==> config.mk <==
export PLATFORM = sky130hd
export DESIGN_NAME = max_priority_ready_queue_flat
export DESIGN_NICKNAME = d
export VERILOG_FILES = /design/src/rtl/core/mpq_pkg.sv /design/src/rtl/core/mpq_if.sv /design/src/rtl/core/mpq_ram.sv /design/src/rtl/core/mpq_front.sv /design/src/rtl/core/mpq_back.sv /design/src/rtl/core/max_priority_ready_queue.sv /design/src/flat_wrapper.sv
export SDC_FILE = /design/constraint.sdc
export NUM_CORES = 1
export LEC_CHECK = 0
export ABC_AREA = 1
export BUFFER_PORTS_ARGS = -buffer_cell sky130_fd_sc_hd__buf_4
export CAP_MARGIN = 10
export CORE_UTILIZATION = 30
export CTS_CLUSTER_SIZE = 40
export DETAILED_ROUTE_END_ITERATION = 16
export PLACE_DENSITY = 0.56
export RECOVER_POWER = 100
export SKIP_LAST_GASP = 1
export SLEW_MARGIN = 20
export SYNTH_ARGS = -nofsm -noshare
export SYNTH_HDL_FRONTEND = slang
export SYNTH_SLANG_ARGS = --single-unit
==> constraint.sdc <==
create_clock -name i_clk -period 5.75 [get_ports i_clk]
set_input_delay 0.8625 -clock i_clk [delete_from_list [all_inputs] [get_ports i_clk]]
set_output_delay 0.8625 -clock i_clk [all_outputs]
set_load 0.02 [all_outputs]
==> src/rtl/core/mpq_pkg.sv <==
// ----------------------------------------------------------------------------
// mpq_pkg
// Shared constants and types for the max-priority ready queue.
// ----------------------------------------------------------------------------
package mpq_pkg;

    // Default sizes, handed to the top-level parameters
    localparam int QUEUE_DEPTH_DEF   = 16;
    localparam int HANDLE_BITS_DEF   = 8;
    localparam int PRIORITY_BITS_DEF = 8;

    // Command field encoding on the input channel
    localparam logic CMD_ENQUEUE = 1'b0;
    localparam logic CMD_DEQUEUE = 1'b1;

    // Classified operation passed from the front to the back
    typedef enum logic {
        OP_ENQ = 1'b0,
        OP_DEQ = 1'b1
    } t_op;

endpackage

==> src/rtl/core/mpq_if.sv <==
// ----------------------------------------------------------------------------
// mpq_if
// Valid/ready channels: command input and result output.
// ----------------------------------------------------------------------------
interface mpq_cmd_if #(
    parameter int HANDLE_BITS   = 8,
    parameter int PRIORITY_BITS = 8
);
    logic                     valid;
    logic                     ready;
    logic                     command;
    logic [HANDLE_BITS-1:0]   task_handle;
    logic [PRIORITY_BITS-1:0] task_priority;

    modport source (output valid, command, task_handle, task_priority, input ready);
    modport sink   (input valid, command, task_handle, task_priority, output ready);
endinterface

interface mpq_res_if #(
    parameter int HANDLE_BITS   = 8,
    parameter int PRIORITY_BITS = 8,
    parameter int OCC_BITS      = 5
);
    logic                     valid;
    logic                     ready;
    logic                     found;
    logic [HANDLE_BITS-1:0]   out_handle;
    logic [PRIORITY_BITS-1:0] out_priority;
    logic                     dropped;
    logic                     is_empty;
    logic [OCC_BITS-1:0]      occupancy;

    modport source (output valid, found, out_handle, out_priority, dropped, is_empty,
                    occupancy, input ready);
    modport sink   (input valid, found, out_handle, out_priority, dropped, is_empty,
                    occupancy, output ready);
endinterface

==> src/rtl/core/mpq_ram.sv <==
// ----------------------------------------------------------------------------
// mpq_ram
// Generic single-write, single-read RAM with registered read data.
// ----------------------------------------------------------------------------
module mpq_ram #(
    parameter int WIDTH = 16,
    parameter int DEPTH = 16
) (
    input  logic                     i_clk,
    input  logic                     i_we,
    input  logic [$clog2(DEPTH)-1:0] i_waddr,
    input  logic [WIDTH-1:0]         i_wdata,
    input  logic                     i_re,
    input  logic [$clog2(DEPTH)-1:0] i_raddr,
    output logic [WIDTH-1:0]         o_rdata
);

    logic [WIDTH-1:0] r_mem [DEPTH];
    logic [WIDTH-1:0] r_rdata;

    // Write port and registered read port
    always_ff @(posedge i_clk) begin
        if (i_we) begin
            r_mem[i_waddr] <= i_wdata;
        end
        if (i_re) begin
            r_rdata <= r_mem[i_raddr];
        end
    end

    assign o_rdata = r_rdata;

endmodule

==> src/rtl/core/mpq_front.sv <==
// ----------------------------------------------------------------------------
// mpq_front
// Accepts commands, classifies them and buffers them in a two-entry queue.
// ----------------------------------------------------------------------------
module mpq_front
    import mpq_pkg::*;
#(
    parameter int HANDLE_BITS   = HANDLE_BITS_DEF,
    parameter int PRIORITY_BITS = PRIORITY_BITS_DEF
) (
    input  logic                     i_clk,
    input  logic                     i_rst_n,
    mpq_cmd_if.sink                  i_cmd,
    output logic                     o_op_valid,
    output t_op                      o_op,
    output logic [HANDLE_BITS-1:0]   o_handle,
    output logic [PRIORITY_BITS-1:0] o_priority,
    input  logic                     i_op_pop
);

    localparam int FifoDepth = 2;

    t_op                      r_op  [FifoDepth];
    logic [HANDLE_BITS-1:0]   r_hdl [FifoDepth];
    logic [PRIORITY_BITS-1:0] r_pri [FifoDepth];
    logic                     r_wp, r_rp;
    logic [1:0]               r_cnt;
    logic                     push, pop;
    t_op                      op_class;

    // Classify the incoming command
    assign op_class = (i_cmd.command == CMD_DEQUEUE) ? OP_DEQ : OP_ENQ;

    assign i_cmd.ready = (r_cnt != 2'(FifoDepth));
    assign push        = i_cmd.valid && i_cmd.ready;
    assign pop         = i_op_pop && (r_cnt != 2'd0);

    // Store a transfer at the write pointer
    always_ff @(posedge i_clk) begin
        if (push) begin
            r_op[r_wp]  <= op_class;
            r_hdl[r_wp] <= i_cmd.task_handle;
            r_pri[r_wp] <= i_cmd.task_priority;
        end
    end

    // Advance pointers and count
    always_ff @(posedge i_clk) begin
        if (!i_rst_n) begin
            r_wp  <= 1'b0;
            r_rp  <= 1'b0;
            r_cnt <= 2'd0;
        end else begin
            if (push) begin
                r_wp <= ~r_wp;
            end
            if (pop) begin
                r_rp <= ~r_rp;
            end
            r_cnt <= r_cnt + 2'(push) - 2'(pop);
        end
    end

    assign o_op_valid = (r_cnt != 2'd0);
    assign o_op       = r_op[r_rp];
    assign o_handle   = r_hdl[r_rp];
    assign o_priority = r_pri[r_rp];

endmodule

==> src/rtl/core/mpq_back.sv <==
// ----------------------------------------------------------------------------
// mpq_back
// Executes queue operations: tail append, linear max scan, shift-down
// compaction, and holds the result in an output register.
// ----------------------------------------------------------------------------
module mpq_back
    import mpq_pkg::*;
#(
    parameter int QUEUE_DEPTH   = QUEUE_DEPTH_DEF,
    parameter int HANDLE_BITS   = HANDLE_BITS_DEF,
    parameter int PRIORITY_BITS = PRIORITY_BITS_DEF
) (
    input  logic                     i_clk,
    input  logic                     i_rst_n,
    input  logic                     i_op_valid,
    input  t_op                      i_op,
    input  logic [HANDLE_BITS-1:0]   i_handle,
    input  logic [PRIORITY_BITS-1:0] i_priority,
    output logic                     o_op_pop,
    mpq_res_if.source                o_res
);

    localparam int IdxW  = $clog2(QUEUE_DEPTH);
    localparam int CntW  = $clog2(QUEUE_DEPTH + 1);
    localparam int WordW = HANDLE_BITS + PRIORITY_BITS;

    localparam logic [1:0] S_IDLE  = 2'd0;
    localparam logic [1:0] S_SCAN  = 2'd1;
    localparam logic [1:0] S_SHIFT = 2'd2;
    localparam logic [1:0] S_DONE  = 2'd3;

    logic [1:0]               r_state, n_state;
    logic [CntW-1:0]          r_count, n_count;
    logic [CntW-1:0]          r_rd_addr, n_rd_addr;
    logic                     r_pend, n_pend;
    logic [IdxW-1:0]          r_pend_addr, n_pend_addr;
    logic [IdxW-1:0]          r_best_idx, n_best_idx;
    logic [HANDLE_BITS-1:0]   r_best_hdl, n_best_hdl;
    logic [PRIORITY_BITS-1:0] r_best_pri, n_best_pri;

    logic                     r_out_valid, n_out_valid;
    logic                     r_found;
    logic [HANDLE_BITS-1:0]   r_out_hdl;
    logic [PRIORITY_BITS-1:0] r_out_pri;
    logic                     r_dropped;
    logic [CntW-1:0]          r_occ;

    logic                     ld;
    logic                     ld_found, ld_dropped;
    logic [HANDLE_BITS-1:0]   ld_hdl;
    logic [PRIORITY_BITS-1:0] ld_pri;
    logic [CntW-1:0]          ld_occ;

    logic                     ram_we, ram_re;
    logic [IdxW-1:0]          ram_waddr, ram_raddr;
    logic [WordW-1:0]         ram_wdata, ram_rdata;
    logic [HANDLE_BITS-1:0]   rd_hdl;
    logic [PRIORITY_BITS-1:0] rd_pri;
    logic                     out_free, full, rd_more;

    mpq_ram #(
        .WIDTH (WordW),
        .DEPTH (QUEUE_DEPTH)
    ) u_ram (
        .i_clk   (i_clk),
        .i_we    (ram_we),
        .i_waddr (ram_waddr),
        .i_wdata (ram_wdata),
        .i_re    (ram_re),
        .i_raddr (ram_raddr),
        .o_rdata (ram_rdata)
    );

    assign rd_hdl   = ram_rdata[WordW-1:PRIORITY_BITS];
    assign rd_pri   = ram_rdata[PRIORITY_BITS-1:0];
    assign out_free = !r_out_valid || o_res.ready;
    assign full     = (r_count == CntW'(QUEUE_DEPTH));
    assign rd_more  = (r_rd_addr < r_count);

    // Sequencer: append, scan, compact, report
    always_comb begin
        n_state     = r_state;
        n_count     = r_count;
        n_rd_addr   = r_rd_addr;
        n_pend      = 1'b0;
        n_pend_addr = r_pend_addr;
        n_best_idx  = r_best_idx;
        n_best_hdl  = r_best_hdl;
        n_best_pri  = r_best_pri;
        n_out_valid = r_out_valid && !o_res.ready;
        ld          = 1'b0;
        ld_found    = 1'b0;
        ld_dropped  = 1'b0;
        ld_hdl      = '0;
        ld_pri      = '0;
        ld_occ      = r_count;
        ram_we      = 1'b0;
        ram_waddr   = '0;
        ram_wdata   = '0;
        ram_re      = 1'b0;
        ram_raddr   = '0;
        o_op_pop    = 1'b0;

        unique case (r_state)
            S_IDLE: begin
                if (i_op_valid) begin
                    unique case (i_op)
                        OP_ENQ: begin
                            if (out_free) begin
                                o_op_pop = 1'b1;
                                ld       = 1'b1;
                                if (!full) begin
                                    ram_we    = 1'b1;
                                    ram_waddr = r_count[IdxW-1:0];
                                    ram_wdata = {i_handle, i_priority};
                                    n_count   = r_count + CntW'(1);
                                    ld_occ    = r_count + CntW'(1);
                                end else begin
                                    ld_dropped = 1'b1;
                                end
                            end
                        end
                        OP_DEQ: begin
                            if (r_count == '0) begin
                                if (out_free) begin
                                    o_op_pop = 1'b1;
                                    ld       = 1'b1;
                                end
                            end else begin
                                o_op_pop  = 1'b1;
                                n_rd_addr = '0;
                                n_state   = S_SCAN;
                            end
                        end
                        default: ;
                    endcase
                end
            end

            S_SCAN: begin
                // Keep the first strictly larger priority, so ties stay with the oldest
                if (r_pend && ((r_pend_addr == '0) || (rd_pri > r_best_pri))) begin
                    n_best_idx = r_pend_addr;
                    n_best_hdl = rd_hdl;
                    n_best_pri = rd_pri;
                end
                if (rd_more) begin
                    ram_re      = 1'b1;
                    ram_raddr   = r_rd_addr[IdxW-1:0];
                    n_rd_addr   = r_rd_addr + CntW'(1);
                    n_pend      = 1'b1;
                    n_pend_addr = r_rd_addr[IdxW-1:0];
                end else if (r_pend) begin
                    n_rd_addr = CntW'(n_best_idx) + CntW'(1);
                    n_state   = S_SHIFT;
                end
            end

            S_SHIFT: begin
                // Move each later entry down by one place
                if (r_pend) begin
                    ram_we    = 1'b1;
                    ram_waddr = r_pend_addr - IdxW'(1);
                    ram_wdata = ram_rdata;
                end
                if (rd_more) begin
                    ram_re      = 1'b1;
                    ram_raddr   = r_rd_addr[IdxW-1:0];
                    n_rd_addr   = r_rd_addr + CntW'(1);
                    n_pend      = 1'b1;
                    n_pend_addr = r_rd_addr[IdxW-1:0];
                end else if (!r_pend) begin
                    n_state = S_DONE;
                end
            end

            S_DONE: begin
                if (out_free) begin
                    ld       = 1'b1;
                    ld_found = 1'b1;
                    ld_hdl   = r_best_hdl;
                    ld_pri   = r_best_pri;
                    ld_occ   = r_count - CntW'(1);
                    n_count  = r_count - CntW'(1);
                    n_state  = S_IDLE;
                end
            end

            default: n_state = S_IDLE;
        endcase

        if (ld) begin
            n_out_valid = 1'b1;
        end
    end

    // Control registers
    always_ff @(posedge i_clk) begin
        if (!i_rst_n) begin
            r_state     <= S_IDLE;
            r_count     <= '0;
            r_pend      <= 1'b0;
            r_out_valid <= 1'b0;
        end else begin
            r_state     <= n_state;
            r_count     <= n_count;
            r_pend      <= n_pend;
            r_out_valid <= n_out_valid;
        end
    end

    // Scan bookkeeping and result payload
    always_ff @(posedge i_clk) begin
        r_rd_addr   <= n_rd_addr;
        r_pend_addr <= n_pend_addr;
        r_best_idx  <= n_best_idx;
        r_best_hdl  <= n_best_hdl;
        r_best_pri  <= n_best_pri;
        if (ld) begin
            r_found   <= ld_found;
            r_out_hdl <= ld_hdl;
            r_out_pri <= ld_pri;
            r_dropped <= ld_dropped;
            r_occ     <= ld_occ;
        end
    end

    assign o_res.valid        = r_out_valid;
    assign o_res.found        = r_found;
    assign o_res.out_handle   = r_out_hdl;
    assign o_res.out_priority = r_out_pri;
    assign o_res.dropped      = r_dropped;
    assign o_res.is_empty     = (r_occ == '0);
    assign o_res.occupancy    = r_occ;

endmodule

==> src/rtl/core/max_priority_ready_queue.sv <==
// ----------------------------------------------------------------------------
// max_priority_ready_queue
// Bounded ready queue of task handles served by largest priority, oldest
// first on ties.
//
//   Channel  Dir  Payload                                          Transfer
//   i_cmd    in   command, task_handle, task_priority              valid & ready
//   o_res    out  found, out_handle, out_priority, dropped,        valid & ready
//                 is_empty, occupancy
//
// A dequeue makes one RAM read per entry for the max scan and one read/write
// pair per later entry for compaction.
// Reset clears the count, the command buffer and the result register; entry
// storage is not cleared. Two commands buffer ahead of the execution unit;
// a held result stalls the unit, and command intake only once that buffer
// is full.
// ----------------------------------------------------------------------------
module max_priority_ready_queue
    import mpq_pkg::*;
#(
    parameter int QUEUE_DEPTH   = QUEUE_DEPTH_DEF,
    parameter int HANDLE_BITS   = HANDLE_BITS_DEF,
    parameter int PRIORITY_BITS = PRIORITY_BITS_DEF
) (
    input  logic      i_clk,
    input  logic      i_rst_n,
    mpq_cmd_if.sink   i_cmd,
    mpq_res_if.source o_res
);

    logic                     op_valid;
    t_op                      op;
    logic [HANDLE_BITS-1:0]   op_hdl;
    logic [PRIORITY_BITS-1:0] op_pri;
    logic                     op_pop;

    // Command intake and classification
    mpq_front #(
        .HANDLE_BITS   (HANDLE_BITS),
        .PRIORITY_BITS (PRIORITY_BITS)
    ) u_front (
        .i_clk      (i_clk),
        .i_rst_n    (i_rst_n),
        .i_cmd      (i_cmd),
        .o_op_valid (op_valid),
        .o_op       (op),
        .o_handle   (op_hdl),
        .o_priority (op_pri),
        .i_op_pop   (op_pop)
    );

    // Queue storage and execution
    mpq_back #(
        .QUEUE_DEPTH   (QUEUE_DEPTH),
        .HANDLE_BITS   (HANDLE_BITS),
        .PRIORITY_BITS (PRIORITY_BITS)
    ) u_back (
        .i_clk      (i_clk),
        .i_rst_n    (i_rst_n),
        .i_op_valid (op_valid),
        .i_op       (op),
        .i_handle   (op_hdl),
        .i_priority (op_pri),
        .o_op_pop   (op_pop),
        .o_res      (o_res)
    );

endmodule

==> src/flat_wrapper.sv <==
// flat-port wrapper written by rule: the top's interface ports become plain ports
module max_priority_ready_queue_flat import mpq_pkg::*;
#(
    parameter int QUEUE_DEPTH   = QUEUE_DEPTH_DEF,
    parameter int HANDLE_BITS   = HANDLE_BITS_DEF,
    parameter int PRIORITY_BITS = PRIORITY_BITS_DEF
)
  (i_clk, i_rst_n, i_cmd_valid, i_cmd_command, i_cmd_task_handle, i_cmd_task_priority, i_cmd_ready, o_res_valid, o_res_found, o_res_out_handle, o_res_out_priority, o_res_dropped, o_res_is_empty, o_res_occupancy, o_res_ready);
  mpq_cmd_if #(.HANDLE_BITS(HANDLE_BITS), .PRIORITY_BITS(PRIORITY_BITS)) i_cmd_i ();
  mpq_res_if #(.HANDLE_BITS(HANDLE_BITS), .PRIORITY_BITS(PRIORITY_BITS), .OCC_BITS(($clog2((QUEUE_DEPTH_DEF) + 1)))) o_res_i ();
  input  logic i_clk;
  input  logic i_rst_n;
  input wire logic [$bits(i_cmd_i.valid)-1:0] i_cmd_valid;
  input wire logic [$bits(i_cmd_i.command)-1:0] i_cmd_command;
  input wire logic [$bits(i_cmd_i.task_handle)-1:0] i_cmd_task_handle;
  input wire logic [$bits(i_cmd_i.task_priority)-1:0] i_cmd_task_priority;
  output wire logic [$bits(i_cmd_i.ready)-1:0] i_cmd_ready;
  output wire logic [$bits(o_res_i.valid)-1:0] o_res_valid;
  output wire logic [$bits(o_res_i.found)-1:0] o_res_found;
  output wire logic [$bits(o_res_i.out_handle)-1:0] o_res_out_handle;
  output wire logic [$bits(o_res_i.out_priority)-1:0] o_res_out_priority;
  output wire logic [$bits(o_res_i.dropped)-1:0] o_res_dropped;
  output wire logic [$bits(o_res_i.is_empty)-1:0] o_res_is_empty;
  output wire logic [$bits(o_res_i.occupancy)-1:0] o_res_occupancy;
  input wire logic [$bits(o_res_i.ready)-1:0] o_res_ready;
  assign i_cmd_i.valid = i_cmd_valid;
  assign i_cmd_i.command = i_cmd_command;
  assign i_cmd_i.task_handle = i_cmd_task_handle;
  assign i_cmd_i.task_priority = i_cmd_task_priority;
  assign i_cmd_ready = i_cmd_i.ready;
  assign o_res_valid = o_res_i.valid;
  assign o_res_found = o_res_i.found;
  assign o_res_out_handle = o_res_i.out_handle;
  assign o_res_out_priority = o_res_i.out_priority;
  assign o_res_dropped = o_res_i.dropped;
  assign o_res_is_empty = o_res_i.is_empty;
  assign o_res_occupancy = o_res_i.occupancy;
  assign o_res_i.ready = o_res_ready;
  max_priority_ready_queue #(.QUEUE_DEPTH(QUEUE_DEPTH), .HANDLE_BITS(HANDLE_BITS), .PRIORITY_BITS(PRIORITY_BITS)) u_core (.i_clk(i_clk), .i_rst_n(i_rst_n), .i_cmd(i_cmd_i), .o_res(o_res_i));
endmodule
# Yosys cells after proc, flatten, opt, wreduce, memory -nomap -nowiden

Memory sizes are Yosys's and may differ from the RTL's. A register that Yosys moved wholly into a read port is not among the register bits.
Cells that the tools add are included.
Widths: inputs -> output; s select.

Register bits: 65
Memory bits (writable): 290
Memories kept: 4

$add $sub $neg: 7
Magnitude comparators: 2
Equal/unequal tests: 15
Muxes and demuxes: 68
Bitwise operators: 6
Reduce and logical (&&, ||, !) cells: 21

Memories:

| memory                    | words | bits a word | rd ports | clocked after Yosys merged registers in | write ports | RTL line        | RTL |
|---|---|---|---|---|---|---|---|
| u_core.u_back.u_ram.r_mem | 16    | 16          | 1        | 1                                       | 1           | mpq_ram.sv:18   | `logic [WIDTH-1:0] r_mem [DEPTH];` |
| u_core.u_front.r_hdl      | 2     | 8           | 1        | 1                                       | 1           | mpq_front.sv:24 | `logic [HANDLE_BITS-1:0] r_hdl [FifoDepth];` |
| u_core.u_front.r_pri      | 2     | 8           | 1        | 1                                       | 1           | mpq_front.sv:25 | `logic [PRIORITY_BITS-1:0] r_pri [FifoDepth];` |
| u_core.u_front.r_op       | 2     | 1           | 1        | 1                                       | 1           | mpq_front.sv:23 | `t_op r_op [FifoDepth];` |

Operators with widths:

| cell                | number |
|---|---|
| $mux 16             | 5 |
| $mux 5              | 11 |
| $mux 4              | 9 |
| $pmux 16 s2         | 1 |
| $mux 1              | 26 |
| $ne 2x2->1 const B  | 9 |
| $mux 2              | 8 |
| $pmux 5 s3          | 1 |
| $add 5x1->5 const B | 2 |
| $logic_not 5->1     | 2 |
| $pmux 5 s2          | 1 |
| $gt 8x8->1          | 1 |
| $pmux 1 s2          | 4 |
| $pmux 2 s4          | 1 |
| $pmux 4 s2          | 1 |
| $reduce_and 8->1    | 1 |
| $not 1->1           | 6 |
| $reduce_and 2->1    | 3 |
| $reduce_and 6->1    | 1 |
| $add 4x1->5 const B | 1 |
| $eq 5x5->1 const B  | 1 |
| $lt 5x5->1          | 1 |
| $sub 5x1->5 const B | 1 |
| $eq 2x2->1 const B  | 2 |
| 15 further kinds    | 20 |

# Depth between registers and ports, before layout

Gate-level depths: netlist of run 1.

Word-level depth: 10
Depth in mapped cells: 20

# Cells and area by module

A second synthesis of run 1 with hierarchy kept.

Cells, all modules: 1511
Area, all modules: 16435.8 µm²

Modules (own cells, without submodules):

| module    | times used | cells each | area an instance (µm²) | sequential area each (µm²) |
|---|---|---|---|---|
| mpq_ram   | 1          | 1074       | 11541.1                | 8167.8 |
| mpq_back  | 1          | 348        | 3373.2                 | 1741.7 |
| mpq_front | 1          | 89         | 1521.5                 | 1121.1 |

# Worst setup path before layout of run 1

OpenSTA, ideal clock, no wires.

Path type: input -> register
From: input port o_res_ready
To: memory u_core.u_back.u_ram.r_mem[12][0] (enable)
Data arrival time: 2.646 ns
Required time: 5.362 ns
Setup slack: 2.716 ns
Stages on the path: 9
Buffers on the path: 0
Cells stage by stage: nor2_1 -> nor3_4 -> inv_1 -> nor2_2 -> a22oi_1 -> inv_1 -> nor2_1 -> inv_1 -> nor2_1

Cells in the longest elaborated chain, start to end: 7
Elaborated cells on any way between the ends: 11
Classes of those cells: 10 x mux; 1 x reduce/logical

Ends and longest elaborated chain:

| element                      | RTL line           | RTL |
|---|---|---|
| start: declaration           | flat_wrapper.sv:25 | `input wire logic [$bits(o_res_i.ready)-1:0] o_res_ready;` |
| $logic_or 1x1->1 *           | mpq_back.sv:76     | `assign out_free = !r_out_valid \|\| o_res.ready;` |
| $mux 1                       | mpq_back.sv:109    | `if (out_free) begin` |
| $mux 1                       | mpq_back.sv:107    | `unique case (i_op)` |
| $mux 1                       | mpq_back.sv:106    | `if (i_op_valid) begin` |
| $pmux 1 s2                   | mpq_back.sv:104    | `unique case (r_state)` |
| $mux 1                       | mpq_ram.sv:23      | `if (i_we) begin` |
| $mux 1 (not written as such) | mpq_ram.sv:24      | `r_mem[i_waddr] <= i_wdata;` |
| end: declaration             | mpq_ram.sv:18      |  |

Mark *: on every way between the ends. The rest lies on a longest branch, timed or not.

# Final worst setup path of run 1

From: register u_core.u_back.r_count[2]
To: register u_core.u_back.u_ram.r_rdata[15], in the netlist u_core.u_back.u_ram.o_rdata[15], read port of u_core.u_back.u_ram.r_mem, data pin

Cells in the longest elaborated chain, start to end: 3
Elaborated cells on any way between the ends: 5
Classes of those cells: 1 x order compare; 4 x mux

Ends and longest elaborated chain:

| element                          | RTL line                         | RTL |
|---|---|---|
| start: declaration               | mpq_back.sv:33                   | `logic [CntW-1:0] r_count, n_count;` |
| start signal: assignment         | mpq_back.sv:206                  | `r_count <= n_count;` |
| $lt 5x5->1 *                     | mpq_back.sv:78                   | `assign rd_more = (r_rd_addr < r_count);` |
| $mux 4 or $mux 1 (tied branches) | mpq_back.sv:147, mpq_back.sv:166 |  |
| $mux 4 or $mux 1 (tied branches) | -                                |  |
| end: declaration                 | mpq_ram.sv:19                    | `logic [WIDTH-1:0] r_rdata;` |

Marked as above.
A chain may end at the register's enable or synchronous reset.

==> metrics.md, run 1 <==
| Metric | Value |
|---|---|
| Run status | complete, but fails checks |
| Failing checks | max-capacitance violations, max-slew violations |
| WL/cell | 17.5 um |
| CP max FO | 83 |
| Slew Limit Headroom | -148% |
| Setup CP Type | flop to flop |
| Mapped Area | about 0.016 sq mm |
| TNS Setup | 0 ns |
| Avg Inst Size Synth | about 13 sq um |
| Tmin final | approximately 4.5 ns |
| Layout cells sized above 1 | under 10% |
| Bufs on Longest Clock Path | 3 |
| Slew Limit Fails | ~130 |
| Synthesized instance count | between 1000 and 1500 |
| Hold_buf cts | 0 |
| Critical path origin | u_core.u_back.r_count[2] |
| Chip width | ~230 um |
| Synthesized flop and latch total | approximately 370 |
| Post_cts resized | 0 |
| WL final | around 35 mm |
| Crit path required time | just over 6 ns |
| Worst Clk Skew | approximately 0.023 ns |
| GR Overflow Total | 0 |
| Final setup violation count | 0 |
| RePlAce Congestion | between 0.8 and 0.9 |
| Post-DP HPWL | 21.9 mm |
| Antenna viol nets, final | 0 |
| R2r startpoint | u_core.u_back.r_count[2] |
| # IOs | 47 |
| Max_cap viols | 4 |
| Drt pass-1 iters | 5 |
| H-Tree Depth | 2 |
| Yosys warns | 0 |
| First-pass GRT wire length | between 50 and 60 mm |
| RSZ-0062 raised after global routing | false |
| Area of the multi-input gates | ~0.0037 sq mm |
| Clock Sinks | ~370 |
| Fin. Hold Viols | 0 |
| Layout fillers | slightly above 5000 |
| Area growth syn-to-layout | 14.2% |
| Antenna cells | 0 |
| Antenna violations before repair | 0 |
| Die area | about 0.053 sq mm |
| Register area | ~0.011 sq mm |
| Critical Path End Type | flop |
| Fmax | 223 MHz |
| DR iter-0 viols | between 700 and 800 |
| Worst vdd ir | around 0.29 mV |
| PwrDens | between 400 and 500 mW/mm^2 |
| Fin crit share | between 70% and 80% |
| Input/output buffers | 46 |
| Initial Utilization | 30.3% |
| Largest net degree at the start of global routing | 84 |
| Leakage | between 6 and 7 nW |
| Postcts setup bufs | 0 |
| Total power | about 8.3 mW |
| TritonCTS clock tree | yes |
| Min-delay src | u_core.u_front.r_rp |
| Sequential area share after synthesis | just over 70% |
| Vias | 9632 |
| Via density | about 4.8 |
| Die H | 230 um |
| Area of the core | 0.0513 sq mm |
| Syn nets | roughly 1300 |
| Worst-Margin Slew | approximately 3.7 ns |
| Yosys cell types | 42 |
| Insertion delay to the later sink of the worst-skew pair | 0.54 ns |
| Row cnt | between 80 and 90 |
| Total Routing Usage GR | around an eighth |
| Crit path DAT | 4.78 ns |
| Crit path launch type | flop |
| Num CTS Buffers | 39 |
| NumNets Final | 1349 |
| Min-Delay Path Class | flop to flop |
| DRC violations left | 0 |
| Worst-path clk slew | approximately 0.06 ns |
| Vias in the first global route | roughly 9500 |
| CTS Root Cell | clkbuf_16 |
## registers in the layout (all words and copies together), names as in the netlist, named ones only
signal,cells
u_core.u_back.r_count,5
u_core.u_front.r_cnt,2
u_core.u_back.r_state,2
u_core.u_back.u_ram.o_rdata,16
u_core.u_back.r_best_idx,4
u_core.u_front.r_op,2
u_core.u_back.r_pend_addr,4
u_core.u_back.r_best_hdl,8
u_core.u_back.r_pend,1
u_core.u_back.r_best_pri,8
u_core.u_back.o_res.dropped,1
u_core.u_back.o_res.occupancy,5
u_core.u_front.r_rp,1
u_core.u_front.r_hdl,16
u_core.u_back.o_res.out_handle,8
u_core.u_back.o_res.out_priority,8
u_core.u_back.o_res.valid,1
u_core.u_back.u_ram.r_mem,256
u_core.u_front.r_pri,16
u_core.u_back.r_rd_addr,5
u_core.u_front.r_wp,1
u_core.u_back.o_res.found,1
## where the power goes
group,internal (mW),switching (mW)
sequential,3.56,0.169
clock,1.46,1.04
combinational,0.538,1.55
total,5.56,2.76
## cell usage after synthesis (all sizes together)
library cell | number | area, sq um
a211oi | 2 | 15.0
a21boi | 1 | 7.51
a21o | 1 | 7.51
a21oi | 87 | 435
a22oi | 2 | 15.0
a31oi | 2 | 12.5
and2 | 1 | 6.26
buf | 30 | 201
clkbuf | 34 | 128
clkinv | 1 | 3.75
dfxtp | 14 | 280
edfxtp | 358 | 10800
ha | 26 | 325
inv | 130 | 488
mux2i | 16 | 160
nand2 | 160 | 603
nand3 | 28 | 153
nand4 | 5 | 37.5
nor2 | 69 | 269
nor3 | 5 | 36.3
nor3b | 1 | 7.51
nor4 | 2 | 12.5
o2111ai | 1 | 8.76
o211ai | 17 | 128
o21ai | 169 | 850
o221ai | 39 | 342
o22ai | 29 | 188
or2 | 2 | 12.5
xnor2 | 2 | 17.5
xor2 | 6 | 52.6
## layout make-up
cell class                      count  share of cell area [%]
Multi-Input combinational cell    673                    20.8
Clock inverter                     26                    1.42
Tap cell                          680                    4.79
Inverter                          131                    2.77
Clock buffer                       45                    5.74
Sequential cell                   372                    62.1
Timing Repair Buffer               85                    2.42
## worst paths after layout
path / endpoint / cells past startpoint / slack, ns
max: u_core.u_back.u_ram.o_rdata[15] / 13 / 1.26
min reg2reg: u_core.u_front.r_rp / 1 / 0.46
max reg2reg: u_core.u_back.u_ram.o_rdata[15] / 13 / 1.26
min: u_core.u_front.r_rp / 1 / 0.46
## cell usage in the layout, fill, tap and decap left out, types with 5 or more instances in the layout
cell type	n
ha_1	26
nor2_2	5
mux2i_1	16
clkbuf_16	40
xor2_1	6
clkinv_2	13
edfxtp_1	358
nand2_1	159
nor2_1	64
o21ai_0	114
nand3_1	28
clkbuf_1	59
buf_4	17
o21ai_1	55
o211ai_1	17
a21oi_1	87
inv_1	126
o22ai_1	28
o221ai_1	39
clkinv_1	6
clkbuf_4	12
dfxtp_1	14
## critical path, stage by stage (launching register included)
cell,delay [ns]
dfxtp_1,0.44
inv_1,0.18
ha_1,0.35
nand2_1,0.07
inv_1,0.03
o21ai_0,0.14
nand3_1,0.30
nor2_1,0.50
nand2_4,0.59
clkbuf_2,0.64
o21ai_0,0.56
o22ai_1,0.15
nor2_1,0.13
o21ai_1,0.08
## stage by stage
stage | worst slack (ns) | instances | hold slack, ns | cell area, sq um | utilization [%]
after floorplan | 2.72 | 1240 | 0.425 | 15600 | -
after global placement | 1.94 | 1941 | 0.436 | 16700 | 32.6
after detailed placement | 1.71 | 1941 | 0.444 | 16700 | 32.6
after CTS | 2.05 | 2012 | 0.455 | 18000 | 35.1
after global routing | 0.888 | 2012 | 0.469 | 17800 | 34.6
final | 1.26 | 2012 | 0.459 | 17800 | 34.6
## metal layers
metal  vias to the layer above  GRT usage, %  share of wire, %
met2                       197          22.4                48
met1                      4747          17.7                45
li1                       4638             -                 -
met4                         0          3.96               2.0
met5                         -             0                 0
met3                        50          2.06               4.2
## cells by family after synthesis
logic type | count (synthesis) | share of synthesized area [%]
compound gates | 350 | 12.9
xor+xnor | 8 | 0.451
fa+ha+maj | 26 | 2.09
buf+inv | 195 | 5.28
flops | 372 | 70.9
mux | 16 | 1.03
simple gates | 273 | 7.31
No activity file was read; power rests on OpenSTA's default activity.
==> inputs of run 2 (changes only) <==
--- a/config.mk
+++ b/config.mk
@@ -5,7 +5,7 @@
 export SDC_FILE = /design/constraint.sdc
 export NUM_CORES = 1
 export LEC_CHECK = 0
-export ABC_AREA = 1
+export ABC_AREA = 0
 export BUFFER_PORTS_ARGS = -buffer_cell sky130_fd_sc_hd__buf_4
 export CAP_MARGIN = 10
 export CORE_UTILIZATION = 30
==> constraint.sdc (replaced) <==
create_clock -name i_clk -period 4.5 [get_ports i_clk]
set_input_delay 0.675 -clock i_clk [delete_from_list [all_inputs] [get_ports i_clk]]
set_output_delay 0.675 -clock i_clk [all_outputs]
set_load 0.02 [all_outputs]
==> metrics.md, run 2 <==
| Metric | Value |
|---|---|
| Layout cells sized above 1 | 11.6% (+3.7 points) |
| Input/output buffers | 46 (unchanged) |
| Crit path required time | 4.80 ns (-1.24 ns) |
| PwrDens | 570 mW/mm^2 (+22%) |
| Tmin final | 3.95 ns (-0.546 ns) |
| Crit path launch type | flop |
| RePlAce Congestion | 0.812 (-4.9%) |
| Run status | complete, but fails checks |
| RSZ-0062 raised after global routing | false |
| Area growth syn-to-layout | 14.7% |
| Post-DP HPWL | 24.6 mm (+12%) |
| DR iter-0 viols | 962 (+29%) |
| Vias | 9218 (-4.3%) |
| Drt pass-1 iters | 7 (+2) |
| Commonest non-fill, non-tap cell in the layout | edfxtp_1 |
| Bufs on Longest Clock Path | 3 (unchanged) |
| Sequential area share after synthesis | 71.3% (+0.37 points) |
| Postcts setup bufs | 0 (unchanged) |
| Area of the multi-input gates | 0.00405 sq mm (+9.6%) |
| Post_cts resized | 0 (unchanged) |
| Worst-Margin Slew | 1.77 ns (-1.95 ns) |
| Yosys cell types | 69 (+64%) |
| Crit path DAT | 4.25 ns (-0.53 ns) |
| Largest reg by FF count | u_core.u_back.u_ram.r_mem |
| WL/cell | 20.6 um (+18%) |
| Slew Limit Headroom | -17.8% (+130 points) |
| Leakage | 5.89 nW (-6.1%) |
| Largest net degree at the start of global routing | 46 (-45%) |
| Total power | 10.1 mW (+22%) |
| Final setup violation count | 0 (unchanged) |
| Slew Limit Fails | 34 (-73%) |
| Chip width | 229 um (-0.26%) |
| CP max FO | 20 (-76%) |
| Antenna viol nets, final | 0 (unchanged) |
| Area of the core | 0.0505 sq mm (-1.6%) |
| Clock Sinks | 372 (unchanged) |
| CTS Root Cell | clkbuf_16 |
| GR Overflow Total | 0 (unchanged) |
| Min-Delay Path Class | input pin to flop |
| Synthesized flop and latch total | 372 (unchanged) |
| Synth area leaders | edfxtp_1 (69%), nand2_1 (2.8%), a21oi_1 (2.2%) |
| TNS Setup | 0 ns (unchanged) |
| Max FFs per register | 256 (unchanged) |
| Num CTS Buffers | 39 (unchanged) |
| Initial Utilization | 30.6% (+0.33 points) |
| Setup CP Type | flop to flop |
| Placed Area | 0.0168 sq mm (+0.52%) |
| Most used DFF post-synth | edfxtp_1 |
| Layout fillers | 4952 (-3.3%) |
| Number of enable flip-flop cells after synthesis | 358 (unchanged) |
| Failing checks | max-capacitance violations, max-slew violations |
| # IOs | 47 (unchanged) |
| Finished Cell Area | 0.0177 sq mm (-0.11%) |
| Row cnt | 82 (-1.2%) |
| CP max stage delay | 0.61 ns (-0.03 ns) |
| Syn nets | 1110 (-14%) |
| Fin crit share | 87.7% (+9.6 points) |
| Worst Clk Skew | 0.0212 ns (-0.00222 ns) |
| Via density | 4.98 (+4.0%) |
| Fraction of registers with async set/reset | 0% (unchanged) |
| DRC violations left | 0 (unchanged) |
| Max_cap viols | 1 (-3) |
| Top cell type's share of synthesized area | 69.5% (+0.36 points) |
| NumNets Final | 1197 (-11%) |
| Worst-path clk slew | 0.06 ns (about the same) |
| Die area | 0.0525 sq mm (-0.52%) |
| Pre-CTS WS | 0.872 ns (-0.836 ns) |
| Synthesized instance count | 1063 (-14%) |
| First-pass GRT wire length | 57.6 mm (+4.5%) |
| Fmax | 253 MHz (+14%) |
| Util after Layout | 35.2% (+0.53 points) |
| Crit path cell chain | inv_1 > ha_1 > nand2_1 > o21a_2 > o21ai_4 > inv_1 > nand2_1 > buf_4 > o21ai_0 > a22o_1 |
| Total Routing Usage GR | 14.5% (+1.2 points) |
| Yosys warns | 0 (unchanged) |
| Antenna violations before repair | 0 (unchanged) |
| Fin. Hold Viols | 0 (unchanged) |
| Mapped Area | 0.0155 sq mm (-0.52%) |
| H-Tree Depth | 2 (unchanged) |
| WL final | 38.2 mm (+8.3%) |
| Yosys top cell by area | edfxtp_1 |
| Count leader, synth | edfxtp_1 |
| Hold_buf cts | 0 (unchanged) |
| Commonest cells after routing, fill and taps aside | edfxtp_1 (358), nand2_1 (115), clkbuf_1 (72) |
| Synth top cells by count | edfxtp_1 (358), nand2_1 (114), a21oi_1 (68) |
| Insertion delay to the later sink of the worst-skew pair | 0.54 ns (about the same) |
| Worst vdd ir | 0.264 mV (-9.4%) |
| Die H | 229 um (-0.26%) |
| TritonCTS clock tree | yes |
| Final worst slack | 0.553 ns (-0.704 ns) |
| Critical Path End Type | flop |
| Avg Inst Size Synth | 14.6 sq um (+16%) |
| Register area | 0.0110 sq mm (unchanged) |
| Vias in the first global route | 9115 (-4.3%) |
| Slowest-stage cell, CP | inv_1 |
-- run 2: changes by cell type in the layout (fill, tap and decap cells not counted), moves of 23 or more --
cell,before,now
nand2_1,159,115
o21ai_0,114,54
inv_1,126,37
mux2_2,0,24
o21ai_1,55,8
o221ai_1,39,16
-- run 2: per-stage QoR --
stage	cells	hold WS (ns)
2_1_floorplan	1063	0.426
3_3_place_gp	1781	0.457
3_5_place_dp	1781	0.456
4_1_cts	1850	0.299
5_1_grt	1850	0.323
6_report	1851	0.344
-- run 2: path summary, 6_finish.rpt --
kind                                                      start                               to  slack, ns  cells after the start
worst min-delay path                       i_cmd_task_handle[7]       u_core.u_front.r_hdl[1][7]       0.34                      1
worst max-delay path                   u_core.u_back.r_count[2]  u_core.u_back.u_ram.o_rdata[11]       0.55                     10
worst max register to register         u_core.u_back.r_count[2]  u_core.u_back.u_ram.o_rdata[11]       0.55                     10
worst min register to register  u_core.u_back.u_ram.o_rdata[15]      u_core.u_back.r_best_hdl[7]       0.47                      0
-- run 2: kinds of logic (layout without fill, tap and decap cells) --
family / after synthesis / count (layout) / synth area share (%)
AOI/OAI and AO/OA: 244 / 244 / 10.6
buffers and inverters: 91 / 206 / 2.50
and+or+nand+nor: 261 / 261 / 7.98
muxes: 57 / 57 / 4.85
adders and majority gates: 26 / 26 / 2.10
other: 0 / 1 / 0
DFF: 372 / 372 / 71.3
xor gates and xnor gates: 12 / 12 / 0.679
-- run 2: layout make-up --
type | count | area share [%]
Tap cell | 672 | 4.74
Inverter | 37 | 0.783
Clock inverter | 22 | 0.959
Clock buffer | 47 | 5.79
Sequential cell | 372 | 62.2
Timing Repair Buffer | 100 | 2.76
Multi-Input combinational cell | 600 | 22.8
Antenna cell | 1 | 0.0141
-- run 2: metal layers --
metal	routed length, um	GRT usage, %
met2	17800	23.3
met3	2650	2.78
met5	0	0
met4	652	4.06
met1	17100	20.0
-- run 2: where the power goes --
group          internal [mW]  switching (mW)
clock                   1.74            1.29
sequential              4.39           0.143
combinational          0.769            1.77
total                   6.90            3.21
-- run 2: worst max-delay path: cells and delay by family (launching register included) --
kind / cells / cell delay [ns]
adders and majority gates: 1 / 0.33
and+or+nand+nor: 2 / 0.66
buffers and inverters: 3 / 1.07
DFF: 1 / 0.46
AOI/OAI and AO/OA: 4 / 1.19
